## src/rtl/assert_macros.svh

```systemverilog
// Assertion macros shared by the light-map brighten RTL.
`ifndef ASSERT_MACROS_SVH
`define ASSERT_MACROS_SVH

// Clocked assertion, disabled while reset is asserted (active low).
`define LMPB_ASSERT_RST(lbl, clk, rst_n, prop, msg) \
    lbl: assert property (@(posedge clk) disable iff (!rst_n) prop) \
        else $error(msg);

// Clocked assertion that also checks during reset.
`define LMPB_ASSERT_CLK(lbl, clk, prop, msg) \
    lbl: assert property (@(posedge clk) prop) \
        else $error(msg);

`endif

```

## src/rtl/lmpb_pkg.sv

```systemverilog
// Types, constants and gain table for the light-map pixel brighten block.
`timescale 1ns / 1ps

package lmpb_pkg;

    localparam int NUM_LANES = 3;
    localparam int CHAN_W    = 8;
    localparam int CODE_W    = 24;
    localparam int GAIN_W    = 6;
    localparam int PROD_W    = CHAN_W + GAIN_W;
    localparam int RECIP_W   = 13;
    localparam int RECIP_SH  = 16;
    localparam int CFG_IDX_W = 2;

    // floor(p/10) == (p*6554)>>16 for every p below 16384
    localparam logic [RECIP_W-1:0] RECIP_TENTH = 13'd6554;

    localparam logic [CHAN_W-1:0] BRIGHT_LIMIT = 8'd160;
    localparam logic [CHAN_W-1:0] BAND1_MIN    = 8'd40;
    localparam logic [CHAN_W-1:0] BAND2_MIN    = 8'd80;
    localparam logic [CHAN_W-1:0] BAND3_MIN    = 8'd120;

    localparam logic [CODE_W-1:0] STRONG_RST = 24'hFFFF00;
    localparam logic [CODE_W-1:0] MEDIUM_RST = 24'hFFFF64;
    localparam logic [CODE_W-1:0] SOFT_RST   = 24'hFFFFC8;

    localparam logic [CFG_IDX_W-1:0] CFG_STRONG = 2'd0;
    localparam logic [CFG_IDX_W-1:0] CFG_MEDIUM = 2'd1;
    localparam logic [CFG_IDX_W-1:0] CFG_SOFT   = 2'd2;

    typedef enum logic [1:0] {
        TBL_NONE,
        TBL_STRONG,
        TBL_MEDIUM,
        TBL_SOFT
    } t_table;

    typedef struct packed {
        logic   valid;
        t_table tbl;
        logic   bright;
    } t_lane_ctl;

    typedef logic [CHAN_W-1:0] t_chan;

    // Gain in tenths for a channel below BRIGHT_LIMIT.
    function automatic logic [GAIN_W-1:0] gain_tenths(t_table tbl, logic bright, t_chan v);
        logic [1:0]        band;
        logic [GAIN_W-1:0] g;
        if (v < BAND1_MIN)      band = 2'd0;
        else if (v < BAND2_MIN) band = 2'd1;
        else if (v < BAND3_MIN) band = 2'd2;
        else                    band = 2'd3;
        g = 6'd10;
        if (bright) begin
            g = (tbl == TBL_SOFT && band == 2'd0) ? 6'd12 : 6'd11;
        end else begin
            case (tbl)
                TBL_STRONG: begin
                    case (band)
                        2'd0:    g = 6'd40;
                        2'd1:    g = 6'd20;
                        2'd2:    g = 6'd17;
                        default: g = 6'd13;
                    endcase
                end
                TBL_MEDIUM: begin
                    case (band)
                        2'd0:    g = 6'd30;
                        2'd1:    g = 6'd17;
                        2'd2:    g = 6'd15;
                        default: g = 6'd13;
                    endcase
                end
                TBL_SOFT: begin
                    case (band)
                        2'd0:    g = 6'd20;
                        2'd1:    g = 6'd15;
                        2'd2:    g = 6'd13;
                        default: g = 6'd12;
                    endcase
                end
                default: g = 6'd10;
            endcase
        end
        return g;
    endfunction

endpackage

```

## src/rtl/lmpb_front.sv

```systemverilog
// Front stage: code registers, light-code match and bright detection.
`timescale 1ns / 1ps

module lmpb_front (
    input  logic                             i_clk,
    input  logic                             i_rst_n,
    input  logic                             i_cfg_we,
    input  logic [lmpb_pkg::CFG_IDX_W-1:0]   i_cfg_idx,
    input  logic [lmpb_pkg::CODE_W-1:0]      i_cfg_data,
    input  logic                             i_accept,
    input  lmpb_pkg::t_chan                  i_chan [lmpb_pkg::NUM_LANES],
    input  logic [lmpb_pkg::CODE_W-1:0]      i_light_code,
    output lmpb_pkg::t_chan                  o_chan [lmpb_pkg::NUM_LANES],
    output lmpb_pkg::t_lane_ctl              o_ctl
);
    import lmpb_pkg::*;

    logic [CODE_W-1:0] r_strong;
    logic [CODE_W-1:0] r_medium;
    logic [CODE_W-1:0] r_soft;
    logic              r_valid;
    t_table            r_tbl;
    logic              r_bright;
    t_chan             r_chan [NUM_LANES];

    t_table            n_tbl;
    logic              n_bright;

    always_ff @(posedge i_clk) begin
        if (!i_rst_n) begin
            r_strong <= STRONG_RST;
            r_medium <= MEDIUM_RST;
            r_soft   <= SOFT_RST;
        end else if (i_cfg_we) begin
            unique case (i_cfg_idx)
                CFG_STRONG: r_strong <= i_cfg_data;
                CFG_MEDIUM: r_medium <= i_cfg_data;
                CFG_SOFT:   r_soft   <= i_cfg_data;
                default:    ;
            endcase
        end
    end

    // Priority: strong over medium over soft.
    always_comb begin
        if (i_light_code == r_strong)      n_tbl = TBL_STRONG;
        else if (i_light_code == r_medium) n_tbl = TBL_MEDIUM;
        else if (i_light_code == r_soft)   n_tbl = TBL_SOFT;
        else                               n_tbl = TBL_NONE;
        n_bright = 1'b0;
        for (int k = 0; k < NUM_LANES; k++) begin
            n_bright = n_bright | (i_chan[k] > BRIGHT_LIMIT);
        end
    end

    always_ff @(posedge i_clk) begin
        if (!i_rst_n) r_valid <= 1'b0;
        else          r_valid <= i_accept;
    end

    always_ff @(posedge i_clk) begin
        if (i_accept) begin
            r_tbl    <= n_tbl;
            r_bright <= n_bright;
            r_chan   <= i_chan;
        end
    end

    assign o_chan        = r_chan;
    assign o_ctl.valid   = r_valid;
    assign o_ctl.tbl     = r_tbl;
    assign o_ctl.bright  = r_bright;

endmodule

```

## src/rtl/lmpb_lane.sv

```systemverilog
// One channel lane: gain multiply, then divide by ten via reciprocal.
`timescale 1ns / 1ps
`include "assert_macros.svh"

module lmpb_lane (
    input  logic                  i_clk,
    input  logic                  i_rst_n,
    input  lmpb_pkg::t_chan       i_chan,
    input  lmpb_pkg::t_lane_ctl   i_ctl,
    output lmpb_pkg::t_chan       o_chan,
    output logic                  o_valid
);
    import lmpb_pkg::*;

    logic                        r_valid_a;
    logic                        r_valid_b;
    logic                        r_keep;
    t_chan                       r_chan;
    logic [PROD_W-1:0]           r_prod;
    t_chan                       r_out;

    logic [GAIN_W-1:0]           n_gain;
    logic [PROD_W-1:0]           n_prod;
    logic                        n_keep;
    logic [PROD_W+RECIP_W-1:0]   n_div;

    always_comb begin
        n_gain = gain_tenths(i_ctl.tbl, i_ctl.bright, i_chan);
        n_prod = PROD_W'(i_chan) * PROD_W'(n_gain);
        n_keep = (i_ctl.tbl == TBL_NONE) || (i_chan >= BRIGHT_LIMIT);
        n_div  = (PROD_W+RECIP_W)'(r_prod) * (PROD_W+RECIP_W)'(RECIP_TENTH);
    end

    always_ff @(posedge i_clk) begin
        if (!i_rst_n) begin
            r_valid_a <= 1'b0;
            r_valid_b <= 1'b0;
        end else begin
            r_valid_a <= i_ctl.valid;
            r_valid_b <= r_valid_a;
        end
    end

    always_ff @(posedge i_clk) begin
        r_keep <= n_keep;
        r_chan <= i_chan;
        r_prod <= n_prod;
        r_out  <= r_keep ? r_chan : n_div[RECIP_SH +: CHAN_W];
    end

    assign o_chan  = r_out;
    assign o_valid = r_valid_b;

    `LMPB_ASSERT_RST(a_keep_passes, i_clk, i_rst_n, r_valid_a && r_keep |=> r_out == $past(r_chan), "unmatched or high channel changed")
    `LMPB_ASSERT_RST(a_never_darker, i_clk, i_rst_n, r_valid_a |=> r_out >= $past(r_chan), "brightened channel below input")

endmodule

```

## src/rtl/light_map_pixel_brighten.sv

```systemverilog
// Top level of the light-map pixel brighten block.
`timescale 1ns / 1ps
`include "assert_macros.svh"

// Light-map pixel brighten.
// Input: a transaction is taken at each rising edge with start high and
// busy low; busy is always low, so one pixel (i_pix_blue/green/red) and its
// 24-bit light-map code (i_light_code) may be given every cycle.
// Output: o_strobe marks o_out_blue/green/red for exactly one cycle. Throughput
// is one pixel per clock; the pipeline has three register stages: code match /
// bright detect, gain multiply in each of three channel lanes, and the
// divide-by-ten reciprocal multiply that feeds the output registers.
// Config: i_cfg_we writes i_cfg_data into the code register picked by
// i_cfg_idx (0 strong, 1 medium, 2 soft); index 3 is ignored. Write only
// while no pixel is in flight.
// Reset (i_rst_n low, synchronous) clears the pipeline valids and restores
// the default codes. The receiver has no way to stall the output; every
// strobed result must be taken on that cycle.
module light_map_pixel_brighten (
    input  logic                             i_clk,
    input  logic                             i_rst_n,
    input  logic                             start,
    output logic                             busy,
    input  logic [lmpb_pkg::CHAN_W-1:0]      i_pix_blue,
    input  logic [lmpb_pkg::CHAN_W-1:0]      i_pix_green,
    input  logic [lmpb_pkg::CHAN_W-1:0]      i_pix_red,
    input  logic [lmpb_pkg::CODE_W-1:0]      i_light_code,
    input  logic                             i_cfg_we,
    input  logic [lmpb_pkg::CFG_IDX_W-1:0]   i_cfg_idx,
    input  logic [lmpb_pkg::CODE_W-1:0]      i_cfg_data,
    output logic                             o_strobe,
    output logic [lmpb_pkg::CHAN_W-1:0]      o_out_blue,
    output logic [lmpb_pkg::CHAN_W-1:0]      o_out_green,
    output logic [lmpb_pkg::CHAN_W-1:0]      o_out_red
);
    import lmpb_pkg::*;

    logic                  accept;
    t_chan                 in_chan   [NUM_LANES];
    t_chan                 front_chan[NUM_LANES];
    t_chan                 lane_out  [NUM_LANES];
    t_lane_ctl             front_ctl;
    logic [NUM_LANES-1:0]  lane_valid;

    assign busy   = 1'b0;
    assign accept = start && !busy;

    assign in_chan[0] = i_pix_blue;
    assign in_chan[1] = i_pix_green;
    assign in_chan[2] = i_pix_red;

    lmpb_front u_front (
        .i_clk        (i_clk),
        .i_rst_n      (i_rst_n),
        .i_cfg_we     (i_cfg_we),
        .i_cfg_idx    (i_cfg_idx),
        .i_cfg_data   (i_cfg_data),
        .i_accept     (accept),
        .i_chan       (in_chan),
        .i_light_code (i_light_code),
        .o_chan       (front_chan),
        .o_ctl        (front_ctl)
    );

    for (genvar g = 0; g < NUM_LANES; g++) begin : g_lane
        lmpb_lane u_lane (
            .i_clk   (i_clk),
            .i_rst_n (i_rst_n),
            .i_chan  (front_chan[g]),
            .i_ctl   (front_ctl),
            .o_chan  (lane_out[g]),
            .o_valid (lane_valid[g])
        );
    end

    // Merge: lanes run in lockstep, so the strobe is their common valid.
    assign o_strobe    = &lane_valid;
    assign o_out_blue  = lane_out[0];
    assign o_out_green = lane_out[1];
    assign o_out_red   = lane_out[2];

    `LMPB_ASSERT_RST(a_latency, i_clk, i_rst_n, accept |-> ##3 o_strobe, "result missing three cycles after start")
    `LMPB_ASSERT_RST(a_no_spurious, i_clk, i_rst_n, !$past(accept, 3) |-> !o_strobe, "strobe without an accepted pixel")
    `LMPB_ASSERT_RST(a_lanes_lockstep, i_clk, i_rst_n, lane_valid == '0 || lane_valid == '1, "lane valids diverged")
    `LMPB_ASSERT_CLK(a_reset_clears, i_clk, !i_rst_n |=> !o_strobe, "strobe right after reset")

endmodule

```

## config.mk

```make
export PLATFORM = sky130hd
export DESIGN_NAME = light_map_pixel_brighten
export DESIGN_NICKNAME = d
export VERILOG_FILES = /design/src/rtl/lmpb_pkg.sv /design/src/rtl/lmpb_front.sv /design/src/rtl/lmpb_lane.sv /design/src/rtl/light_map_pixel_brighten.sv
export VERILOG_INCLUDE_DIRS = /design/src /design/src/rtl
export SDC_FILE = /design/constraint.sdc
export NUM_CORES = 1
export LEC_CHECK = 0
export ABC_AREA = 1
export BUFFER_PORTS_ARGS = -buffer_cell sky130_fd_sc_hd__buf_4
export CORE_MARGIN = 10
export CORE_UTILIZATION = 65
export DETAILED_ROUTE_END_ITERATION = 10
export PLACE_DENSITY = 0.94
export SETUP_SLACK_MARGIN = 0.02
export SLEW_MARGIN = 5
export SYNTH_ARGS = -nofsm -noshare
export SYNTH_HDL_FRONTEND = slang
export SYNTH_SLANG_ARGS = --single-unit
```

## constraint.sdc

```tcl
create_clock -name i_clk -period 8.2 [get_ports i_clk]
set_clock_uncertainty 0.1 [all_clocks]
set_input_delay 1.64 -clock i_clk [delete_from_list [all_inputs] [get_ports i_clk]]
set_output_delay 1.64 -clock i_clk [all_outputs]
set_load 0.01 [all_outputs]
```

==> results of run 1 <==
-- layout make-up --
type,instances,area share
Inverter,473,0.0806
Tap cell,396,0.0224
Clock buffer,18,0.0194
Sequential cell,195,0.189
Timing Repair Buffer,105,0.0357
Multi-Input combinational cell,1742,0.645
Clock inverter,14,0.00776
-- logic make-up after synthesis --
kind of cell	after synthesis	synth area share
XOR/XNOR	108	0.0465
buffers and inverters	500	0.0939
other	1	0.000184
AO/OA/AOI/OAI	174	0.0516
flip-flops	195	0.205
adder cells (fa/ha/maj)	530	0.407
AND/OR/NAND/NOR	929	0.195
-- routing by layer --
metal,share of wire,vias to the layer above
met5,0,-
met3,0.056,115
met4,0.030,0
met1,0.41,7803
li1,-,7824
met2,0.51,550
-- layout by cell type, fill, tap and decap left out, drive strengths merged --
| cell | instances |
|---|---|
| nor4 | 3 |
| clkinvlp | 1 |
| buf | 105 |
| dfxtp | 168 |
| nand3b | 8 |
| o21bai | 7 |
| o221ai | 3 |
| a211oi | 3 |
| fa | 219 |
| a21boi | 2 |
| nand3 | 137 |
| nand2b | 1 |
| nor2 | 240 |
| and2 | 2 |
| o21ai | 53 |
| clkinv | 5 |
| xnor2 | 78 |
| o31ai | 2 |
| nand4 | 25 |
| a21oi | 71 |
| o21a | 6 |
| a31oi | 5 |
| a21o | 12 |
| xor2 | 30 |
| o211ai | 3 |
| conb | 1 |
| o2111ai | 4 |
| edfxtp | 27 |
| or2 | 7 |
| inv | 481 |
| ha | 311 |
| clkbuf | 18 |
| o41ai | 3 |
| nand2 | 487 |
| nor3 | 19 |
-- critical path: stages (launching register included) --
cell      delay [ps]
edfxtp_1         470
inv_1            260
a21oi_2          110
o31ai_1           80
nand2_1          140
inv_2            120
ha_1             160
or2_4            130
o21ai_1           80
nor3_2           480
nor2_1           130
fa_1             510
fa_1             490
inv_1             50
fa_1             470
inv_1             40
ha_1             360
a21oi_1          230
nand2_1          110
nand2_1           80
nand2_1           50
a21oi_1          210
o21ai_0          140
xor2_1           160
-- flip-flops by register name (all words and copies together), names as in the netlist --
register and count:
g_lane.u_lane.o_valid 1, u_front.r_bright 1, g_lane.u_lane.r_prod 42, u_front.r_valid 1
g_lane.u_lane.r_valid_a 1, u_front.r_strong 24, u_front.r_medium 24, g_lane.u_lane.o_chan 24
u_front.r_tbl 2, u_front.r_soft 24, g_lane.u_lane.r_chan 24, u_front.o_chan 24
g_lane.u_lane.r_keep 3
-- through the flow --
| stage | std cells | util | cell area (µm²) | setup WS [ps] | hold WS [ps] |
|---|---|---|---|---|---|
| detailed placement | 2911 | 0.699 | 21500 | 3020 | 308 |
| floorplan | 2437 | - | 20300 | 3620 | 270 |
| global route | 2943 | 0.718 | 22100 | 2620 | 361 |
| global placement | 2911 | 0.699 | 21500 | 3340 | 297 |
| finish | 2943 | 0.718 | 22100 | 2920 | 333 |
| CTS | 2943 | 0.718 | 22100 | 3010 | 331 |
-- final timing paths --
path	depth (start not counted)	from	slack (ps)	endpoint
max	23	u_front.o_chan[12]	2920	g_lane[1].u_lane.r_prod[11]
min	2	u_front.r_valid	330	g_lane[0].u_lane.r_valid_a
min reg2reg	2	u_front.r_valid	330	g_lane[0].u_lane.r_valid_a
max reg2reg	23	u_front.o_chan[12]	2920	g_lane[1].u_lane.r_prod[11]
==> summary.txt, run 1 <==
Timing
  • Number of pins exceeding their max-slew limit in the final report: 0
  • RSZ-0062 raised after global routing: no
  • Achievable clock frequency: 0.189 GHz
  • Final-report hold violation count: 0
  • Clock period minus worst slack: 5280 ps
  • Share of the clock period used by the worst path after layout: 0.644
  • Final total negative setup slack: 0 ps
  • Final setup violating endpoints: 0
  • Transition at the pin with the smallest max-transition slack: 895 ps
  • Relative slew margins: 0.403

Final layout
  • Area Growth Syn to Fin: 8.64%
  • Number of diodes: 0
  • Number of inserted filler cells in the final layout: 2307
  • Area occupied by registers: 4170 µm²
  • Ratio of cells with drive above 1 in the final layout: 0.0793
  • Final layout net count: 3142
  • Multi-input logic area: 14200 µm²

Die
  • Number of placed I/O pins: 104
  • Core area: 30700 µm²
  • Starting density of the core: 0.661
  • Die boundary height: 197 µm
  • Die W: 197 µm
  • Rows: 64
  • Die Footprint: 38800 µm²

Job
  • Max Cap Violations: 0

Drt
  • Detail-routed via count per cell: 5.54
  • Total routed wirelength: 48600 µm
  • First drt pass iteration count: 5
  • DRT iter0 DRCs: 1129
  • Vias after detailed routing: 16292
  • Remaining antenna violation count: 0
  • Wire length per cell: 16.5 µm
  • DR DRC count: 0

GRT
  • Met1 routing resource usage after global routing: 0.302
  • Number of global-route vias before repair: 17220
  • M3 GR Usage: 0.0467
  • Overall overflow remaining after global route: 0
  • Antenna violations before repair: 0
  • Grt met2 use: 0.464
  • Global-route wire length before repair: 82300 µm
  • GRT Overall Usage: 0.258
  • Pin count of the biggest net entering global routing: 76
  • Grt peak-use layer: met2

Synth
  • Top cell type's share of synthesized area: 0.216
  • Most frequent cell after synthesis: nand2_1
  • Most used standard cells in the synthesized netlist: nand2_1 (475), inv_1 (454), ha_1 (311)
  • Largest area contributor in the synthesized netlist: fa_1
  • Synth unique cells: 51
  • Post-Synthesis Cell Area: 20300 µm²
  • Asr flop ratio synth: 0
  • Synthesized area per cell: 8.34 µm²
  • Post-synthesis register bit count: 195
  • Primary flip-flop cell chosen by synthesis mapping: dfxtp_1
  • Number of instances in the synthesized netlist: 2437
  • Cell types with the largest area share after synthesis: fa_1 (22%), ha_1 (19%), dfxtp_1 (17%)
  • Syn nets: 3045
  • Part of the Yosys area used for sequential elements: 0.205
  • Number of warning messages in the yosys log: 0
  • EDFF count, synth: 27

CTS
  • Number of buffers added by the clock tree synthesis step: 17
  • Post-CTS setup repair buffer count: 0
  • Sink count of the clock tree: 195
  • H-tree level count: 4
  • Maximum number of buffers from clock root to sink: 2
  • CTS clock-pin slew for the worst setup and hold paths: 80 ps
  • Worst skew pair latency: 450 ps
  • Cells resized by post-CTS repair: 0
  • CTS tree: built
  • Root Driver: clkbuf_16
  • Quantity of hold-fixing buffers added after cts: 0

Place
  • Placer's final routability congestion estimate: 0.939
  • Count of input and output buffers: 102
  • Final HPWL from detailed placement: 40500 µm

Setup path
  • Maximum fanout along the worst path: 7
  • Category of the worst setup path capture point: flop
  • Worst Path Arrival: 5510 ps
  • CP Class: reg2reg
  • Startpoint types: flop
  • Data required time of the worst path: 8430 ps

Min path
  • Worst hold path type: reg2reg

Run status
  • Run status: finished clean
Power of run 1 is left out: the tool's default activity adds up to more than one toggle a clock period on the data nets, which glitch-free logic cannot reach.
==> inputs of run 2 (changes only) <==
--- a/config.mk
+++ b/config.mk
@@ -6,12 +6,12 @@
 export SDC_FILE = /design/constraint.sdc
 export NUM_CORES = 1
 export LEC_CHECK = 0
-export ABC_AREA = 1
+export ABC_AREA = 0
 export BUFFER_PORTS_ARGS = -buffer_cell sky130_fd_sc_hd__buf_4
 export CORE_MARGIN = 10
-export CORE_UTILIZATION = 65
+export CORE_UTILIZATION = 64
 export DETAILED_ROUTE_END_ITERATION = 10
-export PLACE_DENSITY = 0.94
+export PLACE_DENSITY = 0.93
 export SETUP_SLACK_MARGIN = 0.02
 export SLEW_MARGIN = 5
 export SYNTH_ARGS = -nofsm -noshare
==> constraint.sdc (replaced) <==
create_clock -name i_clk -period 5.4 [get_ports i_clk]
set_clock_uncertainty 0.1 [all_clocks]
set_input_delay 1.08 -clock i_clk [delete_from_list [all_inputs] [get_ports i_clk]]
set_output_delay 1.08 -clock i_clk [all_outputs]
set_load 0.01 [all_outputs]
==> run 2 against run 1 <==
Compared with the run above: non-clock buffer count rose by 47; count of clock-buffer cells in the layout fell by 1; die area fell by 4.2%; core utilization rose by 0.44 points; register-to-register slack got worse by 2800 ps; worst hold slack improved by 8.1 ps; sequential share of layout area rose by 0.64 points; area after synthesis fell by 6.1%; fmax fell by 0.51%; first-iteration DRC count rose by 8.4%.
==> summary.txt, run 2 <==
CTS
  • Number of buffers added by the clock tree synthesis step: 17 (unchanged)
  • Quantity of hold-fixing buffers added after cts: 0 (unchanged)
  • CTS clock-pin slew for the worst setup and hold paths: 90 ps (was 80 ps)
  • Worst skew pair latency: 460 ps (was 450 ps)
  • Root Driver: clkbuf_16 (unchanged)
  • Sink count of the clock tree: 195 (unchanged)
  • Maximum number of buffers from clock root to sink: 2 (unchanged)
  • CTS tree: built (unchanged)
  • H-tree level count: 4 (unchanged)

Timing
  • Number of pins exceeding their max-slew limit in the final report: 0 (unchanged)
  • Worst Slack Setup Final: 88.1 ps (was 2920 ps)
  • Final setup violating endpoints: 0 (unchanged)
  • Share of the clock period used by the worst path after layout: 0.984 (was 0.644)
  • Achievable clock frequency: 0.188 GHz (was 0.189 GHz)
  • Final-report hold violation count: 0 (unchanged)
  • Worst Hold Slack: 341 ps (was 333 ps)
  • Transition at the pin with the smallest max-transition slack: 1140 ps (was 895 ps)
  • RSZ-0062 raised after global routing: yes (was no)
  • Clock period minus worst slack: 5310 ps (was 5280 ps)
  • Relative slew margins: 0.240 (was 0.403)

Setup path
  • Largest incremental delay on the critical path: 520 ps (was 510 ps)
  • Maximum fanout along the worst path: 5 (was 7)
  • Worst Path Arrival: 5550 ps (was 5510 ps)
  • Startpoint types: flop (unchanged)
  • Master of the slowest instance on the critical path: fa_1 (unchanged)
  • CP Class: reg2reg (unchanged)
  • Category of the worst setup path capture point: flop (unchanged)
  • Data required time of the worst path: 5640 ps (was 8430 ps)
  • Cells along the critical path: inv_1 > maj3_1 > a211oi_4 > ha_2 > nor2_1 > a21oi_1 > o21ai_1 > a22oi_2 > buf_4 > and2_1 > fa_1 > ha_1 > inv_1 > fa_1 > inv_1 > ha_1 > a21o_1 > a21oi_2 > o21ai_1 > a21oi_2 > o21ai_2 > nand4_1 > o311ai_1 (was inv_1 > a21oi_2 > o31ai_1 > nand2_1 > inv_2 > ha_1 > or2_4 > o21ai_1 > nor3_2 > nor2_1 > fa_1 > fa_1 > inv_1 > fa_1 > inv_1 > ha_1 > a21oi_1 > nand2_1 > nand2_1 > nand2_1 > a21oi_1 > o21ai_0 > xor2_1)
  • Most frequent CP cell: inv_1 (was nand2_1)

Drt
  • Vias after detailed routing: 14676 (was 16292)
  • Wire length per cell: 18.4 µm (was 16.5 µm)
  • Total routed wirelength: 46500 µm (was 48600 µm)
  • DR DRC count: 0 (unchanged)
  • DRT iter0 DRCs: 1224 (was 1129)
  • First drt pass iteration count: 6 (was 5)
  • Detail-routed via count per cell: 5.81 (was 5.54)
  • Remaining antenna violation count: 0 (unchanged)

Die
  • Die W: 193 µm (was 197 µm)
  • Number of placed I/O pins: 104 (unchanged)
  • Die boundary height: 193 µm (was 197 µm)
  • Core area: 29600 µm² (was 30700 µm²)
  • Starting density of the core: 0.646 (was 0.661)
  • Die Footprint: 37100 µm² (was 38800 µm²)
  • Rows: 63 (was 64)

GRT
  • GRT Overall Usage: 0.256 (was 0.258)
  • Global-route wire length before repair: 77000 µm (was 82300 µm)
  • Pin count of the biggest net entering global routing: 76 (unchanged)
  • Overall overflow remaining after global route: 0 (unchanged)
  • Number of global-route vias before repair: 16128 (was 17220)
  • Antenna violations before repair: 0 (unchanged)

Final layout
  • Most common library cell in the layout ignoring fill and taps: inv_1 (was nand2_1)
  • Fin util: 0.723 (was 0.718)
  • Number of flip-flops in the largest register: 42 (unchanged)
  • Post-route cell area: 21400 µm² (was 22100 µm²)
  • Final layout net count: 2731 (was 3142)
  • Commonest cells after routing, fill and taps aside: inv_1 (333), ha_1 (308), nand2_1 (247) (was nand2_1 (475), inv_1 (454), ha_1 (311))
  • Ratio of cells with drive above 1 in the final layout: 0.112 (was 0.0793)
  • Number of diodes: 0 (unchanged)
  • Largest Register: g_lane.u_lane.r_prod (unchanged)
  • Area Growth Syn to Fin: 12.0% (was 8.64%)

Synth
  • Largest area contributor in the synthesized netlist: fa_1 (unchanged)
  • Synth unique cells: 67 (was 51)
  • EDFF count, synth: 27 (unchanged)
  • Cell types with the largest area share after synthesis: fa_1 (23%), ha_1 (20%), dfxtp_1 (18%) (was fa_1 (22%), ha_1 (19%), dfxtp_1 (17%))
  • Primary flip-flop cell chosen by synthesis mapping: dfxtp_1 (unchanged)
  • Asr flop ratio synth: 0 (unchanged)
  • Syn nets: 2604 (was 3045)
  • Top cell type's share of synthesized area: 0.230 (was 0.216)
  • Number of instances in the synthesized netlist: 1996 (was 2437)
  • Post-synthesis register bit count: 195 (unchanged)
  • Most frequent cell after synthesis: inv_1 (was nand2_1)
  • Most used standard cells in the synthesized netlist: inv_1 (335), ha_1 (311), nand2_1 (247) (was nand2_1 (475), inv_1 (454), ha_1 (311))
  • Number of warning messages in the yosys log: 0 (unchanged)
  • Part of the Yosys area used for sequential elements: 0.219 (was 0.205)
  • Synthesized area per cell: 9.56 µm² (was 8.34 µm²)
  • Post-Synthesis Cell Area: 19100 µm² (was 20300 µm²)

Place
  • Count of input and output buffers: 102 (unchanged)
  • Placer's final routability congestion estimate: 0.902 (was 0.939)
  • Standard cell area after detailed placement: 20400 µm² (was 21500 µm²)
  • Final HPWL from detailed placement: 34900 µm (was 40500 µm)
  • Post-placement setup slack: -127 ps (was 3020 ps)

Job
  • Max Cap Violations: 0 (unchanged)

Run status
  • Run status: finished clean (unchanged)

Min path
  • Worst hold path type: reg2reg (unchanged)
## run 2: cell types whose count changed after synthesis, moves of 33 or more
cell     previous run  this run
nand2_1           475       247
inv_1             454       335
and2_1              2        84
nor2_1            231        27
nand3_1           137        63
xor2_1             30        63
## run 2: path summary, 6_finish.rpt
path | end | depth (start not counted) | from | slack [ps]
worst max-delay path | g_lane[0].u_lane.r_prod[12] | 23 | u_front.o_chan[22] | 90
worst max register to register | g_lane[0].u_lane.r_prod[12] | 23 | u_front.o_chan[22] | 90
worst min-delay path | g_lane[0].u_lane.r_valid_a | 1 | u_front.r_valid | 340
worst min register to register | g_lane[0].u_lane.r_valid_a | 1 | u_front.r_valid | 340
## run 2: stage by stage
step | std cells | setup TNS, ps
floorplan | 1996 | 0
global placement | 2477 | 0
detailed placement | 2477 | -152
CTS | 2512 | 0
global route | 2526 | -442
finish | 2526 | 0
## run 2: cells by family after synthesis
logic type      after synthesis  synth area share
xor+xnor                    122            0.0560
buf+inv                     382            0.0758
flops                       195             0.219
other cells                   1          0.000197
fa+ha+maj                   532             0.435
compound gates              210            0.0719
simple gates                554             0.143
## run 2: timing repair
item	in CTS	in global routing
endpoints found under the setup margin	8	15
gates resized for setup	13	41
gates cloned	0	0
buffers inserted	3	14
pin swaps	4	17
## run 2: layer usage
layer,share of wire,track usage,vias to the layer above
met5,0,0,-
met4,0.034,0.102,0
met3,0.055,0.0423,157
met2,0.52,0.457,592
met1,0.39,0.299,7207
li1,-,-,6720
## run 2: layout make-up
type	instances	area [µm²]
clock buffers	17	425
clock inverters	15	236
fillers	1930	8200
inverters	338	1270
multi-input cells	1419	13600
flip-flops and latches	195	4170
well taps	390	488
repair buffers	152	1140
## run 2: critical path, delay by kind of cell (launching register included)
kind            cells  cell delay, ps
buf+inv             4             400
compound gates     10            1610
simple gates        3             400
flops               1             360
fa+ha+maj           6            2300
Power of run 2 is left out for the same reason.
==> inputs of run 3 (changes only) <==
--- a/config.mk
+++ b/config.mk
@@ -8,6 +8,7 @@
 export LEC_CHECK = 0
 export ABC_AREA = 0
 export BUFFER_PORTS_ARGS = -buffer_cell sky130_fd_sc_hd__buf_4
+export CORE_ASPECT_RATIO = 0.9
 export CORE_MARGIN = 10
 export CORE_UTILIZATION = 64
 export DETAILED_ROUTE_END_ITERATION = 10
==> run 3 against run 2 <==
Compared with the run above: design area decreased by 0.35%; count of clock-buffer cells in the layout unchanged; sequential share of layout area increased by 0.069 points; die area about the same; final cell count unchanged; fmax increased by 0.77%; core utilization increased by 0.73 points; worst hold slack improved by 1.5 ps; worst setup slack improved by 40 ps; via count decreased by 0.61%; register-to-register slack improved by 40 ps; critical path type unchanged; critical endpoint is now g_lane[2].u_lane.r_prod[13]; largest cell class unchanged; highest routed layer is now met5.
==> summary.txt, run 3 (synthesis results as in run 2) <==
Run status
  • Run status: finished clean (unchanged)

CTS
  • Root Driver: clkbuf_16 (unchanged)
  • Maximum number of buffers from clock root to sink: 2 (unchanged)
  • Number of buffers added by the clock tree synthesis step: 17 (unchanged)
  • CTS tree: built (unchanged)
  • Worst skew pair latency: 460 ps (about the same)
  • CTS clock-pin slew for the worst setup and hold paths: 90 ps (about the same)
  • Sink count of the clock tree: 195 (unchanged)
  • H-tree level count: 4 (unchanged)

Drt
  • First drt pass iteration count: 5 (was 6)
  • DR DRC count: 0 (unchanged)
  • Total routed wirelength: 47000 µm (was 46500 µm)
  • Remaining antenna violation count: 0 (unchanged)
  • DRT iter0 DRCs: 1110 (was 1224)
  • Detail-routed via count per cell: 5.77 (was 5.81)
  • Vias after detailed routing: 14587 (was 14676)
  • Wire length per cell: 18.6 µm (was 18.4 µm)

Final layout
  • Ratio of cells with drive above 1 in the final layout: 0.109 (was 0.112)
  • Most common library cell in the layout ignoring fill and taps: inv_1 (unchanged)
  • Area Growth Syn to Fin: 11.6% (was 12.0%)
  • Post-route cell area: 21300 µm² (was 21400 µm²)
  • Commonest cells after routing, fill and taps aside: inv_1 (333), ha_1 (309), nand2_1 (247) (was inv_1 (333), ha_1 (308), nand2_1 (247))
  • Number of diodes: 0 (unchanged)
  • Number of flip-flops in the largest register: 42 (unchanged)
  • Largest Register: g_lane.u_lane.r_prod (unchanged)
  • Final layout net count: 2725 (was 2731)

Timing
  • Clock period minus worst slack: 5270 ps (was 5310 ps)
  • Final-report hold violation count: 0 (unchanged)
  • Number of pins exceeding their max-slew limit in the final report: 0 (unchanged)
  • Achievable clock frequency: 0.190 GHz (was 0.188 GHz)
  • Final setup violating endpoints: 0 (unchanged)
  • Final total negative setup slack: 0 ps (unchanged)
  • Share of the clock period used by the worst path after layout: 0.976 (was 0.984)
  • Relative slew margins: 0.250 (was 0.240)
  • Transition at the pin with the smallest max-transition slack: 1120 ps (was 1140 ps)

Die
  • Die boundary height: 184 µm (was 193 µm)
  • Rows: 59 (was 63)
  • Die W: 202 µm (was 193 µm)
  • Core area: 29200 µm² (was 29600 µm²)
  • Die Footprint: 37100 µm² (about the same)
  • Starting density of the core: 0.654 (was 0.646)
  • Number of placed I/O pins: 104 (unchanged)

Place
  • Placer's final routability congestion estimate: 0.916 (was 0.902)
  • Final HPWL from detailed placement: 35700 µm (was 34900 µm)
  • Count of input and output buffers: 102 (unchanged)
  • Standard cell area after detailed placement: 20400 µm² (unchanged)

Setup path
  • Category of cells accounting for the largest share of critical-path delay: adder cells (unchanged)
  • Most frequent CP cell: fa_1 (was inv_1)
  • Startpoint types: flop (unchanged)
  • Count of buffer and inverter cells on the critical path: 3 (was 4)
  • Category of the worst setup path capture point: flop (unchanged)
  • Maximum fanout along the worst path: 6 (was 5)
  • Cells along the critical path: maj3_1 > a211oi_4 > ha_1 > nand2_1 > o21ai_0 > nand2_1 > a21oi_2 > buf_4 > and2_1 > fa_1 > fa_1 > inv_1 > fa_1 > inv_1 > ha_1 > o21ai_1 > a21boi_1 > o21ai_2 > a21oi_2 > o211a_1 > nor3_1 (was inv_1 > maj3_1 > a211oi_4 > ha_2 > nor2_1 > a21oi_1 > o21ai_1 > a22oi_2 > buf_4 > and2_1 > fa_1 > ha_1 > inv_1 > fa_1 > inv_1 > ha_1 > a21o_1 > a21oi_2 > o21ai_1 > a21oi_2 > o21ai_2 > nand4_1 > o311ai_1)
  • CP Class: reg2reg (unchanged)
  • Master of the slowest instance on the critical path: fa_1 (unchanged)
  • Data required time of the worst path: 5680 ps (was 5640 ps)
  • Worst Path Arrival: 5550 ps (about the same)
  • Largest incremental delay on the critical path: 520 ps (about the same)

Min path
  • Worst hold path type: reg2reg (unchanged)

GRT
  • Antenna violations before repair: 1 (was 0)
  • Number of global-route vias before repair: 15480 (was 16128)
  • GRT Overall Usage: 0.251 (was 0.256)
  • Global-route wire length before repair: 76100 µm (was 77000 µm)
  • Pin count of the biggest net entering global routing: 76 (unchanged)
  • Overall overflow remaining after global route: 0 (unchanged)

Job
  • Max Cap Violations: 0 (unchanged)
run 3: changes by cell type in the layout (fill, tap and decap cells not counted), moves of 2 or more:
| cell | before | now |
|---|---|---|
| buf_4 | 152 | 146 |
| o21ai_1 | 12 | 9 |
| a21oi_4 | 2 | 0 |
| o21ai_2 | 6 | 8 |
| inv_12 | 8 | 5 |
| a21oi_2 | 11 | 13 |
run 3: final cells by class:
| class | count | area, µm² |
|---|---|---|
| Tap cell | 396 | 495 |
| Inverter | 338 | 1270 |
| Clock buffer | 17 | 425 |
| Clock inverter | 15 | 224 |
| Timing Repair Buffer | 146 | 1100 |
| Multi-Input combinational cell | 1419 | 13600 |
| Sequential cell | 195 | 4170 |
| Fill cell | 1894 | 7870 |
run 3: per-stage QoR:
step	hold WS (ps)	setup slack, ps	instances	utilization
6_report	343	129	2526	0.730
5_1_grt	369	-76.1	2526	0.730
4_1_cts	340	9.00	2518	0.725
3_5_place_dp	320	-67.6	2482	0.700
3_3_place_gp	320	150	2482	0.700
2_1_floorplan	246	173	1996	-
run 3: what timing repair did:
action | 4_1_cts | 5_1_grt
gates resized for setup | 13 | 38
pin swaps | 5 | 14
setup endpoints to repair | 9 | 16
hold buffers | 0 | 0
setup buffers | 4 | 8
run 3: path summary, 6_finish.rpt:
| path | start | endpoint | slack, ps | depth (start not counted) |
|---|---|---|---|---|
| max | u_front.o_chan[3] | g_lane[2].u_lane.r_prod[13] | 130 | 21 |
| min | g_lane[0].u_lane.r_chan[6] | g_lane[0].u_lane.o_chan[6] | 340 | 2 |
| max reg2reg | u_front.o_chan[3] | g_lane[2].u_lane.r_prod[13] | 130 | 21 |
| min reg2reg | g_lane[0].u_lane.r_chan[6] | g_lane[0].u_lane.o_chan[6] | 340 | 2 |
run 3: tightest hold or removal path, stage by stage (launching register included):
cell and delay (ps):
dfxtp_1 320, nand2_1 40, o21ai_0 50
run 3: routing by layer:
| layer | vias up | GRT usage | share of wire |
|---|---|---|---|
| met5 | - | 0 | 0.00038 |
| met4 | 2 | 0.0946 | 0.036 |
| met3 | 145 | 0.0433 | 0.063 |
| met2 | 606 | 0.449 | 0.51 |
| met1 | 7142 | 0.295 | 0.39 |
| li1 | 6692 | - | - |
Power of run 3 is left out for the same reason.
